--- config.mk ---
export PLATFORM = sky130hd
export DESIGN_NAME = sm83_alu_with_flags_unit
export DESIGN_NICKNAME = d
export VERILOG_FILES = /design/src/rtl/core/sm83alu_pkg.sv /design/src/rtl/core/sm83_alu_with_flags_unit.sv
export SDC_FILE = /design/constraint.sdc
export NUM_CORES = 1
export LEC_CHECK = 0
export BUFFER_PORTS_ARGS = -buffer_cell sky130_fd_sc_hd__clkbuf_2
export CAP_MARGIN = 20
export CORE_MARGIN = 5
export CORE_UTILIZATION = 40
export CTS_CLUSTER_DIAMETER = 120
export CTS_CLUSTER_SIZE = 25
export DETAILED_ROUTE_END_ITERATION = 12
export GPL_ROUTABILITY_DRIVEN = 0
export SYNTH_ARGS = -nofsm -noshare
export SYNTH_HDL_FRONTEND = slang
export SYNTH_SLANG_ARGS = --single-unit
--- constraint.sdc ---
create_clock -name clk -period 5.2 [get_ports clk]
set_input_delay 1.04 -clock clk [delete_from_list [all_inputs] [get_ports clk]]
set_output_delay 1.04 -clock clk [all_outputs]
set_load 0.03 [all_outputs]
--- src/rtl/core/sm83alu_pkg.sv ---
// Package for the SM83 ALU: operation codes, flag bit positions and the
// request/response structs. No dependencies.
package sm83alu_pkg;

	typedef enum logic [4:0] {
		OP_ADD   = 5'd0,
		OP_ADC   = 5'd1,
		OP_SUB   = 5'd2,
		OP_SBC   = 5'd3,
		OP_AND   = 5'd4,
		OP_XOR   = 5'd5,
		OP_OR    = 5'd6,
		OP_CP    = 5'd7,
		OP_INC   = 5'd8,
		OP_DEC   = 5'd9,
		OP_RLC   = 5'd10,
		OP_RRC   = 5'd11,
		OP_RL    = 5'd12,
		OP_RR    = 5'd13,
		OP_SLA   = 5'd14,
		OP_SRA   = 5'd15,
		OP_SRL   = 5'd16,
		OP_SWAP  = 5'd17,
		OP_BIT   = 5'd18,
		OP_RES   = 5'd19,
		OP_SET   = 5'd20,
		OP_ADD16 = 5'd21
	} op_t;

	// flag bit positions: Z N H C
	localparam int unsigned FLAG_Z = 3;
	localparam int unsigned FLAG_N = 2;
	localparam int unsigned FLAG_H = 1;
	localparam int unsigned FLAG_C = 0;

	typedef struct packed {
		logic [4:0]  operation;
		logic [15:0] operand_a;
		logic [15:0] operand_b;
		logic [2:0]  bit_index;
		logic [3:0]  flags_in;
	} req_t;

	typedef struct packed {
		logic [15:0] result;
		logic [3:0]  flags_out;
	} rsp_t;

endpackage

--- src/rtl/core/sm83_alu_with_flags_unit.sv ---
// SM83 ALU with flags: registered request stage, combinational ALU,
// registered result stage. Depends on sm83alu_pkg.

// Takes one request per clock: a request is taken on any edge with start
// high (busy never rises, since nothing here waits on the receiver). Each
// request gives exactly one response, on rsp with done high for that one
// cycle, after passing the request register, the combinational ALU and the
// result register. Responses come out in request order. Unused operation
// codes return operand_a and flags_in.
module sm83_alu_with_flags_unit (
	input  logic              clk,
	input  logic              arst_n,
	input  logic              start,
	output logic              busy,
	input  sm83alu_pkg::req_t req,
	output logic              done,
	output sm83alu_pkg::rsp_t rsp
);

	logic              valid_s1;
	sm83alu_pkg::req_t req_s1;
	logic              valid_s2;
	sm83alu_pkg::rsp_t rsp_s2;

	logic [7:0]  a;
	logic [7:0]  b;
	logic        cin;
	logic        carry_t;
	logic [8:0]  sum9;
	logic [4:0]  sum_lo;
	logic [8:0]  diff9;
	logic [4:0]  diff_lo;
	logic [16:0] sum17;
	logic [12:0] sum13;
	logic [7:0]  bit_mask;
	logic [7:0]  r8;
	logic [15:0] res_d;
	logic [3:0]  flg_d;
	logic        eight_bit;

	assign busy = 1'b0;

	always_ff @(posedge clk or negedge arst_n) begin
		if (!arst_n) begin
			valid_s1 <= 1'b0;
			valid_s2 <= 1'b0;
		end else begin
			valid_s1 <= start && !busy;
			valid_s2 <= valid_s1;
		end
	end

	always_ff @(posedge clk) begin
		if (start && !busy) begin
			req_s1 <= req;
		end
		if (valid_s1) begin
			rsp_s2 <= '{result: res_d, flags_out: flg_d};
		end
	end

	always_comb begin
		a        = req_s1.operand_a[7:0];
		b        = req_s1.operand_b[7:0];
		cin      = req_s1.flags_in[sm83alu_pkg::FLAG_C];
		carry_t  = (req_s1.operation inside {sm83alu_pkg::OP_ADC, sm83alu_pkg::OP_SBC}) ?
			cin : 1'b0;
		sum9     = {1'b0, a} + {1'b0, b} + {8'd0, carry_t};
		sum_lo   = {1'b0, a[3:0]} + {1'b0, b[3:0]} + {4'd0, carry_t};
		diff9    = {1'b0, a} - {1'b0, b} - {8'd0, carry_t};
		diff_lo  = {1'b0, a[3:0]} - {1'b0, b[3:0]} - {4'd0, carry_t};
		sum17    = {1'b0, req_s1.operand_a} + {1'b0, req_s1.operand_b};
		sum13    = {1'b0, req_s1.operand_a[11:0]} + {1'b0, req_s1.operand_b[11:0]};
		bit_mask = 8'd1 << req_s1.bit_index;

		r8        = a;
		eight_bit = 1'b1;
		flg_d     = req_s1.flags_in;
		case (sm83alu_pkg::op_t'(req_s1.operation))
			sm83alu_pkg::OP_ADD, sm83alu_pkg::OP_ADC: begin
				r8    = sum9[7:0];
				flg_d = {sum9[7:0] == 8'd0, 1'b0, sum_lo[4], sum9[8]};
			end
			sm83alu_pkg::OP_SUB, sm83alu_pkg::OP_SBC: begin
				r8    = diff9[7:0];
				flg_d = {diff9[7:0] == 8'd0, 1'b1, diff_lo[4], diff9[8]};
			end
			sm83alu_pkg::OP_CP: begin
				eight_bit = 1'b0;
				flg_d     = {diff9[7:0] == 8'd0, 1'b1, diff_lo[4], diff9[8]};
			end
			sm83alu_pkg::OP_AND: begin
				r8    = a & b;
				flg_d = {(a & b) == 8'd0, 1'b0, 1'b1, 1'b0};
			end
			sm83alu_pkg::OP_XOR: begin
				r8    = a ^ b;
				flg_d = {(a ^ b) == 8'd0, 3'b000};
			end
			sm83alu_pkg::OP_OR: begin
				r8    = a | b;
				flg_d = {(a | b) == 8'd0, 3'b000};
			end
			sm83alu_pkg::OP_INC: begin
				r8    = a + 8'd1;
				flg_d = {a == 8'hFF, 1'b0, a[3:0] == 4'hF, cin};
			end
			sm83alu_pkg::OP_DEC: begin
				r8    = a - 8'd1;
				flg_d = {a == 8'h01, 1'b1, a[3:0] == 4'h0, cin};
			end
			sm83alu_pkg::OP_RLC: begin
				r8    = {a[6:0], a[7]};
				flg_d = {a == 8'd0, 2'b00, a[7]};
			end
			sm83alu_pkg::OP_RRC: begin
				r8    = {a[0], a[7:1]};
				flg_d = {a == 8'd0, 2'b00, a[0]};
			end
			sm83alu_pkg::OP_RL: begin
				r8    = {a[6:0], cin};
				flg_d = {{a[6:0], cin} == 8'd0, 2'b00, a[7]};
			end
			sm83alu_pkg::OP_RR: begin
				r8    = {cin, a[7:1]};
				flg_d = {{cin, a[7:1]} == 8'd0, 2'b00, a[0]};
			end
			sm83alu_pkg::OP_SLA: begin
				r8    = {a[6:0], 1'b0};
				flg_d = {a[6:0] == 7'd0, 2'b00, a[7]};
			end
			sm83alu_pkg::OP_SRA: begin
				r8    = {a[7], a[7:1]};
				flg_d = {a[7:1] == 7'd0, 2'b00, a[0]};
			end
			sm83alu_pkg::OP_SRL: begin
				r8    = {1'b0, a[7:1]};
				flg_d = {a[7:1] == 7'd0, 2'b00, a[0]};
			end
			sm83alu_pkg::OP_SWAP: begin
				r8    = {a[3:0], a[7:4]};
				flg_d = {a == 8'd0, 3'b000};
			end
			sm83alu_pkg::OP_BIT: begin
				eight_bit = 1'b0;
				flg_d     = {(a & bit_mask) == 8'd0, 1'b0, 1'b1, cin};
			end
			sm83alu_pkg::OP_RES: begin
				r8 = a & ~bit_mask;
			end
			sm83alu_pkg::OP_SET: begin
				r8 = a | bit_mask;
			end
			sm83alu_pkg::OP_ADD16: begin
				eight_bit = 1'b0;
				flg_d     = {req_s1.flags_in[sm83alu_pkg::FLAG_Z], 1'b0, sum13[12], sum17[16]};
			end
			default: begin
				// unused codes: no operation
				eight_bit = 1'b0;
			end
		endcase

		if (eight_bit) begin
			res_d = {8'd0, r8};
		end else if (req_s1.operation == sm83alu_pkg::OP_ADD16) begin
			res_d = sum17[15:0];
		end else begin
			res_d = req_s1.operand_a;
		end
	end

	assign done = valid_s2;
	assign rsp  = rsp_s2;

	// every response traces back to a request through the request and result registers
	a_done_from_start: assert property (@(posedge clk) disable iff (!arst_n)
		done |-> $past(start, 2))
		else $error("response without request");

	a_one_per_request: assert property (@(posedge clk) disable iff (!arst_n)
		valid_s1 |=> done)
		else $error("request dropped between stages");

	a_res_set_flags: assert property (@(posedge clk) disable iff (!arst_n)
		valid_s1 && (req_s1.operation == sm83alu_pkg::OP_RES ||
			req_s1.operation == sm83alu_pkg::OP_SET)
		|=> rsp.flags_out == $past(req_s1.flags_in))
		else $error("RES/SET changed flags");

	a_byte_ops_high_zero: assert property (@(posedge clk) disable iff (!arst_n)
		valid_s1 && (req_s1.operation == sm83alu_pkg::OP_ADD ||
			req_s1.operation == sm83alu_pkg::OP_SUB ||
			req_s1.operation == sm83alu_pkg::OP_SWAP ||
			req_s1.operation == sm83alu_pkg::OP_RES)
		|=> rsp.result[15:8] == 8'd0)
		else $error("high byte set on 8-bit op");

endmodule

==> metrics.txt <==
Hold-fix buffers, CTS=0; Sequential Power Share=37.8%; TritonCTS clock tree=done; Main synth FF type=sky130_fd_sc_hd__edfxtp_1; first-pass iteration count of the detailed router=6; highest attainable clock frequency=231 MHz; biggest fanout along the worst timing path=19; leakage power=2.43 nW; DRT antenna net count=0; fraction of synthesis flops using an asynchronous set or reset pin=3.03%; area share of the largest cell type after synthesis=35.9%; starting density of the core=40.6%; Inserted Clock Buffers=9; maximum number of buffers from clock root to sink=2; total number of yosys warnings=0; critical path type=register to register; number of global-route vias before repair=~4,800; Yosys reg bits=66; end of the worst register-to-register path=rsp[0]; portion of total power attributed to combinational logic=about 33%; Core Box Area=0.0132 mm^2; top cells by area in the synthesized netlist=sky130_fd_sc_hd__edfxtp_1 (36%), sky130_fd_sc_hd__ha_1 (9.8%), sky130_fd_sc_hd__o21ai_0 (3.9%); non-filler cells, final=roughly 800; internal power consumption=0.00120 W; Worst R2R Path Depth=14; source-to-sink clock delay at the later pin of the worst-skew pair=340 ps; Post-Synthesis Mean Instance Area=just over 9 um^2; RSZ-0062 raised after global routing=false; count of flip-flops with a built-in enable after synthesis=64; placed cell areas=just under 0.006 mm^2; most numerous cell in the Yosys netlist=sky130_fd_sc_hd__edfxtp_1; CTS Sinks=66; share of final-layout standard cells stronger than drive strength 1=15.5%; Final Hold Fails=0; count of max-cap constraint violations=0; FF-to-FF setup slack=880 ps; Critical Path Start Type=register; min setup slack post-route=879 ps; count of fill cells added during filler insertion=1,267; sum of overflow across all layers after global routing=0; result of the run=finished clean; net switching component of the power=0.000673 W; cells after synthesis=roughly 600; I/O Buffers=67; Tmin final=4320 ps; clock power share=29.5%; Critical Path AT=4390 ps; post-cts resize count=0; share of the clock period used by the worst path after layout=83.1%; Placement Setup Slack=927 ps; drt via density=6.17; initial antenna violation count=0; slew margin rel.=31.2%; cells along the critical path=nor2_1 > nand4_2 > fa_1 > inv_1 > ha_1 > or2_2 > fa_1 > o21a_1 > nor2_1 > a21oi_1 > a21o_1 > a21oi_1 > xnor2_1 > o221ai_1; Horiz. Die Dim=126 um; worst IR drop on VDD=about 0.17 mV; final cell area excluding filler cells=0.00612 mm^2; slowest cell on the critical path=sky130_fd_sc_hd__edfxtp_1; Mapped Area=about 0.0053 mm^2; wire length of the first global-routing pass=roughly 27,000 um; number of nets produced by synthesis=679; count of pins over their slew limit=0; critical path data required time=5270 ps; total detailed-routing wirelength=17,000 um; placed wire-length estimate=roughly 13,000 um; most frequent cells after synthesis=sky130_fd_sc_hd__edfxtp_1 (64), sky130_fd_sc_hd__nand2_1 (54), sky130_fd_sc_hd__ha_1 (42), sky130_fd_sc_hd__o21ai_0 (42), sky130_fd_sc_hd__nor2_1 (37); clock slew seen by the registers of the worst setup and hold paths=60 ps; number of H-tree levels=3; worst-case clock skew=around 4.6 ps; count of buffers added by post-CTS timing repair for setup=0; cell total after placement=804; power density normalized to cell area=306 mW/mm^2; transition time of the tightest slew-check pin=1030 ps; fin nets=about 730; wire length per cell after detailed routing=20.8 um; total number of placement rows=42; ant diodes=0; Die Y=126 um; violation count after the first detailed-routing iteration=922; top cell type by total area after synthesis=sky130_fd_sc_hd__edfxtp_1; clk root buf=sky130_fd_sc_hd__clkbuf_16; # DRC=0; Critical Path Max Stage Delay=630 ps; sequential share of the synthesized area=36.9%; category of the worst setup path capture point=register; largest net degree at the start of global routing=30; Critical R2R Launch=req_s1[41]; ports placed on the boundary=69; P&R area growth vs syn=14.3%; proportion of total power due to net switching=36.0%; die area=about 0.016 mm^2; global-route usage over all layers=21.5%; worst hold path type=input pin to asynchronous set/reset pin; Pwr Total=0.00187 W; via count=5,064; Final setup violation count=0; setup tns final=0 ps; post-synthesis cell type count=67
[per-stage QoR]
stage | util (%) | hold slack, ps
floorplan | - | 542
global placement | 44.1 | 571
detailed placement | 44.2 | 578
CTS | 46.3 | 459
global route | 46.4 | 465
finish | 46.4 | 477
[critical path, delay by kind of cell, from the launching register on]
family	cells	cell delay, ps
adders and majority gates	3	1190
DFF	1	630
buffers and inverters	1	50
xor gates and xnor gates	1	150
and+or+nand+nor	4	1160
AOI/OAI and AO/OA	5	860
[power by group through the flow]
stage,sequential (W),clock (W),combinational (W)
5_1_grt,0.000713,0.000591,0.000660
3_3_place_gp,0.000715,0,0.000586
6_report,0.000707,0.000552,0.000611
2_1_floorplan,0.000732,0,0.000400
4_1_cts,0.000705,0.000571,0.000596
3_5_place_dp,0.000716,0,0.000594
[cells by family (layout without fill, tap and decap cells)]
kind of cell,after synthesis,after routing,synth area share [%]
other,1,1,0.0701
AND/OR/NAND/NOR,193,193,18.3
XOR/XNOR,35,35,5.73
flip-flops,66,66,36.9
buffers and inverters,64,123,5.01
adder cells (fa/ha/maj),46,46,11.3
multiplexers,8,8,1.50
AO/OA/AOI/OAI,173,173,21.2
[worst max path at each step]
stage	startpoint	to	slack, ps	cells after the start
5_1_grt	req_s1[41]	rsp[0]	640	14
6_report	req_s1[41]	rsp[0]	880	14
4_1_cts	req_s1[41]	rsp[0]	910	14
3_5_place_dp	req_s1[41]	rsp[0]	930	14
2_1_floorplan	req_s1[42]	rsp[0]	1410	15
3_3_place_gp	req_s1[41]	rsp[0]	1090	14
[state kept, by name, summed over array words and instances (netlist names)]
register / flops
req_s1: 27
rsp: 20
a: 8
b: 8
cin: 1
done: 1
valid_s1: 1
[area by class of cell]
class	count	area, um^2	share of cell area [%]
Clock inverter	6	42.5	0.696
Tap cell	176	220	3.60
Timing Repair Buffer	75	412	6.73
Inverter	32	120	1.96
Multi-Input combinational cell	456	3120	51.0
Clock buffer	10	229	3.74
Sequential cell	66	1970	32.2
[cell usage in the layout (no fill, tap or decap), types with 7 or more instances in the layout]
cell type,n
sky130_fd_sc_hd__xor2_1,12
sky130_fd_sc_hd__nor2_1,37
sky130_fd_sc_hd__edfxtp_1,64
sky130_fd_sc_hd__nor2b_1,15
sky130_fd_sc_hd__clkbuf_2,67
sky130_fd_sc_hd__xnor2_1,23
sky130_fd_sc_hd__inv_1,32
sky130_fd_sc_hd__nand3_1,23
sky130_fd_sc_hd__a22oi_1,9
sky130_fd_sc_hd__a21o_1,15
sky130_fd_sc_hd__nand4_1,9
sky130_fd_sc_hd__nor4_1,11
sky130_fd_sc_hd__a31oi_1,9
sky130_fd_sc_hd__a21oi_1,36
sky130_fd_sc_hd__mux2i_1,8
sky130_fd_sc_hd__clkbuf_16,9
sky130_fd_sc_hd__ha_1,42
sky130_fd_sc_hd__o21a_1,7
sky130_fd_sc_hd__o21ai_0,42
sky130_fd_sc_hd__nand2_1,54
sky130_fd_sc_hd__nor3_1,18
[routing by layer]
layer  track usage, %  wire, um  vias to the layer above
met5                0         0                        -
met2             30.4      7090                      373
met3             6.18      2270                       66
met4             10.5       708                        0
li1                 -         -                     2299
met1             30.1      6970                     2326
No activity file was read; power rests on OpenSTA's default activity.
